File: src/hdl/mfns_pkg.sv
// ----------------------------------------------------------------------------
// mfns_pkg
// Widths, register indexes and reset values for the mixed feedback neuron.
// ----------------------------------------------------------------------------
`default_nettype none

package mfns_pkg;

	localparam int GAIN_W     = 21;   // gains and offsets, signed
	localparam int RATE_W     = 25;   // filter rates, unsigned Q1.24
	localparam int RATE_FRAC  = 24;
	localparam int DRIVE_W    = 22;   // input current, signed
	localparam int OUT_W      = 32;   // every result field but the flag
	localparam int TERM_W     = 22;   // one feedback current
	localparam int SUM_W      = 24;   // sum of four currents
	localparam int VDIFF_W    = 26;   // drive minus sum, before clamping
	localparam int MUL_W      = 26;   // shared multiplier operands
	localparam int PROD_W     = 2 * MUL_W;
	localparam int CFG_IDX_W  = 3;
	localparam int CFG_DATA_W = 25;
	localparam int IN_TDATA_W  = 24;
	localparam int OUT_TDATA_W = 168;

	localparam logic [RATE_W-1:0] RATE_ONE = RATE_W'(1) << RATE_FRAC;

	typedef enum logic [CFG_IDX_W-1:0] {
		REG_GAIN_FAST_NEG   = 3'd0,
		REG_GAIN_SLOW_POS   = 3'd1,
		REG_GAIN_SLOW_NEG   = 3'd2,
		REG_GAIN_ULTRA_POS  = 3'd3,
		REG_OFFSET_SLOW_NEG = 3'd4,
		REG_OFFSET_ULTRA    = 3'd5,
		REG_RATE_SLOW       = 3'd6,
		REG_RATE_ULTRA      = 3'd7
	} cfg_reg_t;

	localparam logic signed [GAIN_W-1:0] RST_GAIN_FAST_NEG   = -21'sd196608;
	localparam logic signed [GAIN_W-1:0] RST_GAIN_SLOW_POS   = 21'sd196608;
	localparam logic signed [GAIN_W-1:0] RST_GAIN_SLOW_NEG   = -21'sd131072;
	localparam logic signed [GAIN_W-1:0] RST_GAIN_ULTRA_POS  = 21'sd131072;
	localparam logic signed [GAIN_W-1:0] RST_OFFSET_SLOW_NEG = -21'sd131072;
	localparam logic signed [GAIN_W-1:0] RST_OFFSET_ULTRA    = -21'sd131072;
	localparam logic [RATE_W-1:0]        RST_RATE_SLOW       = 25'd335544;
	localparam logic [RATE_W-1:0]        RST_RATE_ULTRA      = 25'd6711;

endpackage

`default_nettype wire

File: src/hdl/mixed_feedback_neuron_step_top.sv
// ----------------------------------------------------------------------------
// mixed_feedback_neuron_step_top
// One neuron time step per input item: filters, four PWL currents, membrane.
// ----------------------------------------------------------------------------
// Usage:
//   s_axis carries one drive current per item (one time step). m_axis returns
//   one result item per step: new membrane voltage, total feedback current,
//   the three updated filter voltages and a saturation flag.
//   The cfg port writes the eight gain, offset and rate registers; write only
//   while no step is in flight.
// Timing:
//   All products go through one shared 26x26 signed multiplier with a
//   registered output, eight products per step (each filter rate product is
//   split at bit 24 into an unsigned low part and a signed high part). An
//   accepted item runs the sequencer steps, then the membrane update; a new
//   item is taken only once the block is back in idle after the result is
//   registered, so steps never overlap.
// Reset and stall:
//   Reset loads the register defaults, membrane -1.0 and filters 0.
//   The result sits in an output register; the next item is accepted while
//   it waits. If the receiver still holds it when the next step finishes,
//   the sequencer holds in its final cycle until the register frees.
// ----------------------------------------------------------------------------
`default_nettype none

module mixed_feedback_neuron_step_top
	import mfns_pkg::*;
#(
	parameter int DATA_WIDTH = 32,
	parameter int FRAC_BITS  = 16
) (
	input  wire logic                   clk,
	input  wire logic                   arst_n,
	// configuration write port
	input  wire logic                   cfg_we,
	input  wire logic [CFG_IDX_W-1:0]   cfg_index,
	input  wire logic [CFG_DATA_W-1:0]  cfg_data,
	// input items
	input  wire logic                   s_axis_tvalid,
	output logic                        s_axis_tready,
	input  wire logic [IN_TDATA_W-1:0]  s_axis_tdata,  // drive_current[21:0], zero pad
	// result items
	output logic                        m_axis_tvalid,
	input  wire logic                   m_axis_tready,
	// membrane_out[31:0], current_total[63:32], fast_out[95:64],
	// slow_out[127:96], ultraslow_out[159:128], clipped[160], zero pad
	output logic [OUT_TDATA_W-1:0]      m_axis_tdata
);

	localparam int DW = DATA_WIDTH;
	localparam int CW = ((DW > VDIFF_W) ? DW : VDIFF_W) + 1;

	localparam logic signed [DW:0] FIX_ONE =
		{{(DW-FRAC_BITS){1'b0}}, 1'b1, {FRAC_BITS{1'b0}}};
	localparam logic signed [DW:0] FIX_MINUS_ONE = -FIX_ONE;
	localparam logic signed [CW-1:0] DMAX = (CW'(1) << (DW - 1)) - CW'(1);
	localparam logic signed [CW-1:0] DMIN = -DMAX - CW'(1);
	localparam logic signed [DW-1:0] MEM_RESET =
		{{(DW-FRAC_BITS){1'b1}}, {FRAC_BITS{1'b0}}};

	typedef enum logic [1:0] {
		ST_IDLE,
		ST_RUN,
		ST_FIN
	} state_t;

	typedef enum logic [3:0] {
		SP_SLOW_LO   = 4'd0,
		SP_SLOW_HI   = 4'd1,
		SP_ULTRA_LO  = 4'd2,
		SP_ULTRA_HI  = 4'd3,
		SP_FAST      = 4'd4,
		SP_SLOW_POS  = 4'd5,
		SP_SLOW_NEG  = 4'd6,
		SP_ULTRA_POS = 4'd7,
		SP_LAST      = 4'd8
	} step_t;

	function automatic logic [OUT_W-1:0] out_proj(input logic signed [DW-1:0] x);
		logic [63:0] w;
		w = {{(64-DW){x[DW-1]}}, x};
		return w[OUT_W-1:0];
	endfunction

	// configuration registers
	logic signed [GAIN_W-1:0] gain_fn_q, gain_sp_q, gain_sn_q, gain_up_q;
	logic signed [GAIN_W-1:0] off_sn_q, off_up_q;
	logic [RATE_W-1:0]        rate_s_q, rate_u_q;

	// neuron state
	logic signed [DW-1:0] membrane_q, fast_q, slow_q, ultra_q;

	// sequencer and datapath
	state_t                    state_q;
	step_t                     step_q;
	logic signed [DRIVE_W-1:0] drive_q;
	logic signed [PROD_W-1:0]  prod_q;
	logic [RATE_FRAC-1:0]      acc_q;
	logic                      below_q, above_q;
	logic signed [GAIN_W-1:0]  gain_sel_q;
	logic signed [SUM_W-1:0]   sum_q;

	// output register
	logic                      m_tvalid_q;
	logic [OUT_W-1:0]          o_mem_q, o_cur_q, o_fast_q, o_slow_q, o_ultra_q;
	logic                      o_clip_q;

	logic [RATE_W-1:0] cfg_rate;

	always_comb begin
		cfg_rate = (cfg_data > RATE_ONE) ? RATE_ONE : cfg_data;
	end

	always_ff @(posedge clk or negedge arst_n) begin
		if (!arst_n) begin
			gain_fn_q <= RST_GAIN_FAST_NEG;
			gain_sp_q <= RST_GAIN_SLOW_POS;
			gain_sn_q <= RST_GAIN_SLOW_NEG;
			gain_up_q <= RST_GAIN_ULTRA_POS;
			off_sn_q  <= RST_OFFSET_SLOW_NEG;
			off_up_q  <= RST_OFFSET_ULTRA;
			rate_s_q  <= RST_RATE_SLOW;
			rate_u_q  <= RST_RATE_ULTRA;
		end else if (cfg_we) begin
			unique case (cfg_index)
				REG_GAIN_FAST_NEG:   gain_fn_q <= cfg_data[GAIN_W-1:0];
				REG_GAIN_SLOW_POS:   gain_sp_q <= cfg_data[GAIN_W-1:0];
				REG_GAIN_SLOW_NEG:   gain_sn_q <= cfg_data[GAIN_W-1:0];
				REG_GAIN_ULTRA_POS:  gain_up_q <= cfg_data[GAIN_W-1:0];
				REG_OFFSET_SLOW_NEG: off_sn_q  <= cfg_data[GAIN_W-1:0];
				REG_OFFSET_ULTRA:    off_up_q  <= cfg_data[GAIN_W-1:0];
				REG_RATE_SLOW:       rate_s_q  <= cfg_rate;
				REG_RATE_ULTRA:      rate_u_q  <= cfg_rate;
				default:             ;
			endcase
		end
	end

	// operand selection for the shared multiplier
	logic signed [DW:0]       d_rate;     // membrane minus filter
	logic signed [DW:0]       pwl_v, pwl_off, pwl_diff;
	logic signed [MUL_W-1:0]  mul_a, mul_b;
	logic                     is_pwl;
	logic signed [GAIN_W-1:0] gain_sel;
	logic [RATE_W-1:0]        rate_sel;

	always_comb begin
		d_rate   = {membrane_q[DW-1], membrane_q} - {slow_q[DW-1], slow_q};
		rate_sel = rate_s_q;
		pwl_v    = {fast_q[DW-1], fast_q};
		pwl_off  = '0;
		gain_sel = gain_fn_q;
		is_pwl   = 1'b0;
		unique case (step_q) inside
			SP_SLOW_LO, SP_SLOW_HI: begin
				d_rate   = {membrane_q[DW-1], membrane_q} - {slow_q[DW-1], slow_q};
				rate_sel = rate_s_q;
			end
			SP_ULTRA_LO, SP_ULTRA_HI: begin
				d_rate   = {membrane_q[DW-1], membrane_q} - {ultra_q[DW-1], ultra_q};
				rate_sel = rate_u_q;
			end
			SP_FAST: begin
				is_pwl = 1'b1;
			end
			SP_SLOW_POS: begin
				pwl_v    = {slow_q[DW-1], slow_q};
				gain_sel = gain_sp_q;
				is_pwl   = 1'b1;
			end
			SP_SLOW_NEG: begin
				pwl_v    = {slow_q[DW-1], slow_q};
				pwl_off  = {{(DW+1-GAIN_W){off_sn_q[GAIN_W-1]}}, off_sn_q};
				gain_sel = gain_sn_q;
				is_pwl   = 1'b1;
			end
			SP_ULTRA_POS: begin
				pwl_v    = {ultra_q[DW-1], ultra_q};
				pwl_off  = {{(DW+1-GAIN_W){off_up_q[GAIN_W-1]}}, off_up_q};
				gain_sel = gain_up_q;
				is_pwl   = 1'b1;
			end
			default: ;
		endcase
		pwl_diff = pwl_v - pwl_off;

		// d = hi * 2^24 + lo with lo unsigned, so floor(d*r/2^24) splits exactly
		if (is_pwl) begin
			mul_a = pwl_diff[MUL_W-1:0];
			mul_b = {{(MUL_W-GAIN_W){gain_sel[GAIN_W-1]}}, gain_sel};
		end else if (step_q == SP_SLOW_LO || step_q == SP_ULTRA_LO) begin
			mul_a = {{(MUL_W-RATE_FRAC){1'b0}}, d_rate[RATE_FRAC-1:0]};
			mul_b = {{(MUL_W-RATE_W){1'b0}}, rate_sel};
		end else if (step_q == SP_SLOW_HI || step_q == SP_ULTRA_HI) begin
			mul_a = MUL_W'(signed'(d_rate[DW:RATE_FRAC]));
			mul_b = {{(MUL_W-RATE_W){1'b0}}, rate_sel};
		end else begin
			mul_a = '0;
			mul_b = '0;
		end
	end

	// result of the product issued in the previous cycle
	logic signed [PROD_W-1:0] filt_ext, filt_new;
	logic signed [PROD_W-1:0] lin_shift;
	logic signed [TERM_W-1:0] gain_ext, term;
	logic signed [VDIFF_W-1:0] v_diff;
	logic signed [CW-1:0]      v_wide;
	logic signed [DW-1:0]      mem_new;
	logic                      clip;

	always_comb begin
		filt_ext = (step_q == SP_SLOW_LO || step_q == SP_SLOW_HI || step_q == SP_ULTRA_LO)
			? {{(PROD_W-DW){slow_q[DW-1]}}, slow_q}
			: {{(PROD_W-DW){ultra_q[DW-1]}}, ultra_q};
		filt_new = filt_ext + prod_q + {{(PROD_W-RATE_FRAC){1'b0}}, acc_q};

		lin_shift = prod_q >>> FRAC_BITS;
		gain_ext  = {{(TERM_W-GAIN_W){gain_sel_q[GAIN_W-1]}}, gain_sel_q};
		if (below_q) begin
			term = -gain_ext;
		end else if (above_q) begin
			term = gain_ext;
		end else begin
			term = lin_shift[TERM_W-1:0];
		end

		v_diff = {{(VDIFF_W-DRIVE_W){drive_q[DRIVE_W-1]}}, drive_q}
			- {{(VDIFF_W-SUM_W){sum_q[SUM_W-1]}}, sum_q};
		v_wide = {{(CW-VDIFF_W){v_diff[VDIFF_W-1]}}, v_diff};
		if (v_wide > DMAX) begin
			mem_new = DMAX[DW-1:0];
			clip    = 1'b1;
		end else if (v_wide < DMIN) begin
			mem_new = DMIN[DW-1:0];
			clip    = 1'b1;
		end else begin
			mem_new = v_wide[DW-1:0];
			clip    = 1'b0;
		end
	end

	always_ff @(posedge clk) begin
		prod_q     <= mul_a * mul_b;
		below_q    <= pwl_diff < FIX_MINUS_ONE;
		above_q    <= pwl_diff > FIX_ONE;
		gain_sel_q <= gain_sel;
	end

	always_ff @(posedge clk or negedge arst_n) begin
		if (!arst_n) begin
			state_q    <= ST_IDLE;
			step_q     <= SP_SLOW_LO;
			membrane_q <= MEM_RESET;
			fast_q     <= '0;
			slow_q     <= '0;
			ultra_q    <= '0;
			m_tvalid_q <= 1'b0;
		end else begin
			// in the final cycle the handover below decides the valid flag
			if (m_tvalid_q && m_axis_tready && state_q != ST_FIN) begin
				m_tvalid_q <= 1'b0;
			end
			unique case (state_q)
				ST_IDLE: begin
					if (s_axis_tvalid) begin
						drive_q <= s_axis_tdata[DRIVE_W-1:0];
						step_q  <= SP_SLOW_LO;
						state_q <= ST_RUN;
					end
				end
				ST_RUN: begin
					unique case (step_q) inside
						SP_SLOW_LO:  fast_q <= membrane_q;
						SP_SLOW_HI, SP_ULTRA_HI: acc_q <= prod_q[2*RATE_FRAC-1:RATE_FRAC];
						SP_ULTRA_LO: slow_q <= filt_new[DW-1:0];
						SP_FAST:     ultra_q <= filt_new[DW-1:0];
						SP_SLOW_POS: sum_q <= {{(SUM_W-TERM_W){term[TERM_W-1]}}, term};
						default:     sum_q <= sum_q + {{(SUM_W-TERM_W){term[TERM_W-1]}}, term};
					endcase
					if (step_q == SP_LAST) begin
						state_q <= ST_FIN;
					end else begin
						step_q <= step_t'(step_q + 4'd1);
					end
				end
				ST_FIN: begin
					if (!m_tvalid_q || m_axis_tready) begin
						membrane_q <= mem_new;
						o_mem_q    <= out_proj(mem_new);
						o_cur_q    <= {{(OUT_W-SUM_W){sum_q[SUM_W-1]}}, sum_q};
						o_fast_q   <= out_proj(fast_q);
						o_slow_q   <= out_proj(slow_q);
						o_ultra_q  <= out_proj(ultra_q);
						o_clip_q   <= clip;
						m_tvalid_q <= 1'b1;
						step_q     <= SP_SLOW_LO;
						state_q    <= ST_IDLE;
					end
				end
				default: state_q <= ST_IDLE;
			endcase
		end
	end

	assign s_axis_tready = (state_q == ST_IDLE);
	assign m_axis_tvalid = m_tvalid_q;
	assign m_axis_tdata  = {7'b0, o_clip_q, o_ultra_q, o_slow_q, o_fast_q, o_cur_q, o_mem_q};

`ifndef ASSERT_OFF
	a_accept_starts: assert property (@(posedge clk) disable iff (!arst_n)
		(s_axis_tvalid && s_axis_tready) |=> (state_q == ST_RUN && step_q == SP_SLOW_LO))
		else $error("accepted item did not start the sequencer");

	a_valid_from_fin: assert property (@(posedge clk) disable iff (!arst_n)
		$rose(m_tvalid_q) |-> $past(state_q == ST_FIN))
		else $error("result raised outside the final cycle");

	a_clip_extreme: assert property (@(posedge clk) disable iff (!arst_n)
		(m_tvalid_q && o_clip_q) |->
			(membrane_q == DMAX[DW-1:0] || membrane_q == DMIN[DW-1:0]))
		else $error("clipped flag without a saturated membrane");

	a_rate_bound: assert property (@(posedge clk) disable iff (!arst_n)
		(rate_s_q <= RATE_ONE) && (rate_u_q <= RATE_ONE))
		else $error("filter rate above one");

	a_no_overwrite: assert property (@(posedge clk) disable iff (!arst_n)
		(m_tvalid_q && !m_axis_tready) |=> $stable(o_mem_q) && $stable(o_cur_q))
		else $error("pending result overwritten");
`endif

endmodule

`default_nettype wire

File: config.mk
export PLATFORM = sky130hd
export DESIGN_NAME = mixed_feedback_neuron_step_top
export DESIGN_NICKNAME = d
export VERILOG_FILES = /design/src/hdl/mfns_pkg.sv /design/src/hdl/mixed_feedback_neuron_step_top.sv
export SDC_FILE = /design/constraint.sdc
export NUM_CORES = 2
export LEC_CHECK = 0
export BUFFER_PORTS_ARGS = -buffer_cell sky130_fd_sc_hd__buf_2
export CORE_MARGIN = 3
export CORE_UTILIZATION = 35
export CTS_CLUSTER_DIAMETER = 40
export DETAILED_ROUTE_END_ITERATION = 10
export GPL_TIMING_DRIVEN = 0
export PLACE_DENSITY_LB_ADDON = 0.2
export SLEW_MARGIN = 10
export SYNTH_ARGS = -nofsm -noshare
export SYNTH_HDL_FRONTEND = slang
export SYNTH_SLANG_ARGS = --single-unit
File: constraint.sdc
create_clock -name clk -period 24.4 [get_ports clk]
set_input_delay 2.44 -clock clk [delete_from_list [all_inputs] [get_ports clk]]
set_output_delay 2.44 -clock clk [all_outputs]
set_load 0.02 [all_outputs]
# Yosys cells after proc, flatten, opt, wreduce, memory -nomap -nowiden
# Index checks and enable logic that the tools add are counted.
[word_totals]
inputBits = 57
elab_cells = 132
register_bits = 605
out_inout_bits = 170
[op_classes]
bitwise = 1
order_cmp = 5
add_sub_neg = 9
mux = 31
mul = 1
n_reduce_logical = 35
eq_ne = 22
[ops]
columns = ["operator", "n"]
rows = [
  ["$pmux W33 S2", 2],
  ["$mux W26", 4],
  ["$mux W25", 4],
  ["$mux W32", 3],
  ["$sub A32 B32 Y33", 2],
  ["$pmux W21 S3", 1],
  ["$mul A26 B26 Y48", 1],
  ["$pmux W24 S2", 1],
  ["$mux W22", 2],
  ["$gt A33 B18 Y1 const B", 1],
  ["$lt A33 B17 Y1 const B", 1],
  ["$mux W33", 1],
  ["$sub A33 B33 Y33", 1],
  ["$add A32 B24 Y32", 1],
  ["$add A32 B32 Y32", 1],
  ["$gt A25 B32 Y1 const B", 1],
  ["$lt A25 B32 Y1 const B", 1],
  ["$gt A25 B25 Y1 const B", 1],
  ["$sub A22 B24 Y25", 1],
  ["$add A24 B24 Y24", 1],
  ["$reduce_and A2 Y1", 12],
  ["$neg A21 Y22", 1],
  ["$eq A4 B3 Y1 const B", 4],
  ["$reduce_and A3 Y1", 5],
  ["27 further kinds", 51],
]

# Logic depth before layout (Yosys ltp)
[depth]
word_depth = 7
depth_mapped = 49
mapped_depth_nobuf = 44

# Least setup slack after synthesis
# OpenSTA, ideal clock, no wires.
[synth_timing]
path_type = "register to register"
from = "register step_q[0]"
to = "register prod_q[47]"
path_slack_ns = 12.878
required_ns = 24.277
synth_period_minus_slack_ns = 11.522
path_stages_with_launch = 45
arrival_ns = 11.399
path_cell_list = "dfrtp_1 inv_1 ha_1 o21a_1 clkbuf_1 buf_2 clkbuf_1 buf_1 mux2i_1 fa_1 a211oi_1 o211ai_1 a32o_1 nand4_1 a31oi_1 a21oi_1 clkbuf_1 a21oi_1 (+9 left out) inv_1 fa_1 fa_1 inv_1 fa_1 inv_1 ha_1 a21o_1 a21o_1 a21oi_1 and2_1 a2111o_1 a2111oi_1 a41oi_1 o31ai_2 a221oi_1 xnor2_1 xnor2_1"
[synth_via]
elab_chain_cells = 7
[synth_rtl]
columns = ["element", "line", "text"]
rows = [
  ["from (decl)", "mixed_feedback_neuron_step_top.sv:95", "step_t step_q;"],
  ["from (signal assigned)", "mixed_feedback_neuron_step_top.sv:284", "step_q <= step_t'(step_q + 4'd1);"],
  ["branches (longest 6 deep; another with $sub A33 B33 Y33)", "--", ""],
  ["$mul A26 B26 Y48 *", "mixed_feedback_neuron_step_top.sv:244", "prod_q <= mul_a * mul_b;"],
  ["to (signal assigned)", "mixed_feedback_neuron_step_top.sv:244", ""],
  ["to (decl)", "mixed_feedback_neuron_step_top.sv:97", "logic signed [PROD_W-1:0] prod_q;"],
]
# Every way passes the cells marked *.
# A chain may end at the register's enable or synchronous reset.

# Worst setup path after layout
# Ends and elaborated chain as after synthesis.

==> results.json <==
{
  "status": "finished clean",
  "cts_setup_buffers": 0,
  "mostFrequentLayoutCells": "inv_1, fa_1, nand2_1",
  "numPortBuffers": 217,
  "postCtsHoldBufs": 0,
  "grt_pass1_vias": 41700,
  "gp_congestion": 0.982,
  "postCtsResizedCells": 0,
  "ys.warnings.count": 0,
  "holdWs_ns": 0.399,
  "synth_largest_area_cell": "fa_1",
  "start_util_pct": 35.3,
  "hold_viol": 0,
  "rsz0062_at_grt": "false",
  "synth_compound_area_share_pct": 9.60,
  "die_h_um": 398,
  "worstSetupStartpointType": "flop",
  "crit_fanout": 10,
  "tns_ns": 0,
  "syn_area_per_cell_um2": 9.95,
  "setup_ws_ns": 6.93,
  "routedWlPerCell_um": 25.0,
  "cp.arrival_ns": 17.96,
  "layout.nets": 6805,
  "grt_max_degree": 102,
  "globalRouteOverflowTotal": 0,
  "grt_usage_pct": 24.9,
  "cts.sinks": 581,
  "crit_required_ns": 24.89,
  "synthArstFlopShare_pct": 51.5,
  "core_area_um2": 152000,
  "drive_gt1_share_pct": 13.6,
  "seq_area_frac_synth_pct": 28.4,
  "hpwl_um": 163000,
  "critPathSlowestCell": "clkbuf_1",
  "synth_area_leaders": "fa_1, edfxtp_1, dfrtp_1, ha_1, inv_1",
  "antenna_left": 0,
  "cap_violations": 0,
  "cts_buffer_depth": 3,
  "skew_ns": 0.0362,
  "yosys_register_bits": 581,
  "synth_ff_type": "dfrtp_1",
  "synth_top_family_by_area": "adder cells",
  "htree_levels": 3,
  "slew_headroom_pct": 4.91,
  "cp_top_family": "compound AO/OA/AOI/OAI gates",
  "hold_class": "reg -> reg",
  "cts_buffers": 85,
  "worstPathBufferInverterCount": 11,
  "min_period_ns": 17.47,
  "synthDominantCellAreaShare_pct": 25.9,
  "drt-initial-drc-count": 3259,
  "die_w_um": 398,
  "row_count": 143,
  "cts_tree": "done",
  "critPathCaptureType": "flop",
  "critPathKind": "reg -> reg",
  "ios": 227,
  "via_per_inst": 5.15,
  "worst_slew_pin_slew_ns": 1.42,
  "path_clk_slew_ns": 0.06,
  "finalSetupViolCount": 0,
  "cp_common_cell": "fa_1",
  "vias": 40500,
  "pre_cts_slack_ns": 7.30,
  "cp_slowest_stage_delay_ns": 0.98,
  "synthMuxAreaShare_pct": 6.79,
  "fin_crit_sh_pct": 71.6,
  "clockRootBuffer": "clkbuf_16",
  "synthAdderAreaFrac_pct": 32.8,
  "mostFrequentLayoutCell": "inv_1",
  "postRouteWirelength_um": 197000,
  "max_freq_mhz": 57.2,
  "grt_antenna_before_repair": 13,
  "synth_edf_count": 211,
  "first_pass_iters": 7,
  "syn_inst": 5412,
  "die-area_um2": 159000,
  "synthSimpleGateAreaFrac_pct": 10.9,
  "ys_types": 96,
  "clk_latency_ns": 0.68,
  "maxSlewViolCount": 0,
  "synthToLayoutAreaGrowth_pct": 13.5,
  "grt_first_pass_wirelength_um": 287000,
  "synth_area_um2": 53900,
  "yosys.area_share.xor_xnor_pct": 2.84,
  "drc": 0
}
## worst register-to-register path, delay by kind of cell, from the launching register on
family                   cells  cell delay, ns
flip-flops                   1            0.47
AND/OR/NAND/NOR              2            0.33
multiplexers                 1            0.27
adder cells (fa/ha/maj)     10            4.94
XOR/XNOR                     2            0.80
AO/OA/AOI/OAI               16            6.74
buffers and inverters       11            3.75
## registers in the layout (all words and copies together), names as in the netlist, 32 cells and up
name and cells:
prod_q 48, o_slow_q 32, o_ultra_q 32, slow_q 32, ultra_q 32
## layout make-up
cell class,instances,area [um2]
sequential,581,15300
inverter,974,3660
timing repair buffer,250,1560
multi-input combinational,3630,34100
buffer,234,1030
antenna,6,15.0
clock buffer,98,2260
clock inverter,60,679
fill,15300,91300
tap,2030,2540
## kinds of logic after synthesis
family,count (synthesis)
buffers and inverters,1208
muxes,335
AOI/OAI and AO/OA,773
and+or+nand+nor,1349
xor gates and xnor gates,173
adders and majority gates,992
DFF,581
other,1
## per-layer routing
metal,up-vias,part of all wire [%],track usage [%]
li1,18200,-,-
met1,20600,42,32.5
met2,1355,47,41.0
met3,319,6.3,3.97
met4,0,4.7,10.7
met5,-,0,0
## through the flow
step           cell area, um2  std cells  utilization (%)
2_1_floorplan           53900       5419                -
3_3_place_gp            57500       7666             37.7
3_5_place_dp            58200       7699             38.2
4_1_cts                 61200       7857             40.1
5_1_grt                 61200       7857             40.1
6_report                61200       7863             40.1
## cell usage after synthesis (all sizes together), types with 47 or more instances
| library cell | number |
|---|---|
| o21a | 48 |
| inv | 973 |
| buf | 60 |
| mux2i | 90 |
| a21oi | 166 |
| o21ai | 186 |
| nor2 | 388 |
| dfxtp | 71 |
| clkbuf | 174 |
| dfstp | 47 |
| a21o | 79 |
| xor2 | 47 |
| edfxtp | 211 |
| dfrtp | 252 |
| mux2 | 245 |
| ha | 294 |
| xnor2 | 125 |
| fa | 698 |
| nand2 | 641 |
| and2 | 58 |
## worst paths after layout
check	startpoint	end	slack (ns)	cells past startpoint
setup / recovery	step_q[0]$_DFFE_PN0P_	prod_q[47]$_DFF_P_	6.93	42
hold / removal	prod_q[44]$_DFF_P_	acc_q[20]$_DFFE_PP_	0.40	0
setup reg to reg	step_q[0]$_DFFE_PN0P_	prod_q[47]$_DFF_P_	6.93	42
hold reg to reg	prod_q[44]$_DFF_P_	acc_q[20]$_DFFE_PP_	0.40	0
max in group asynchronous	arst_n	slow_q[8]$_DFFE_PN0P_	21.01	4
min in group asynchronous	arst_n	gain_sn_q[1]$_DFFE_PN0P_	1.68	1
Power is not shown: default switching activity piles up to over one toggle a cycle in this logic, so the estimate is an artifact.
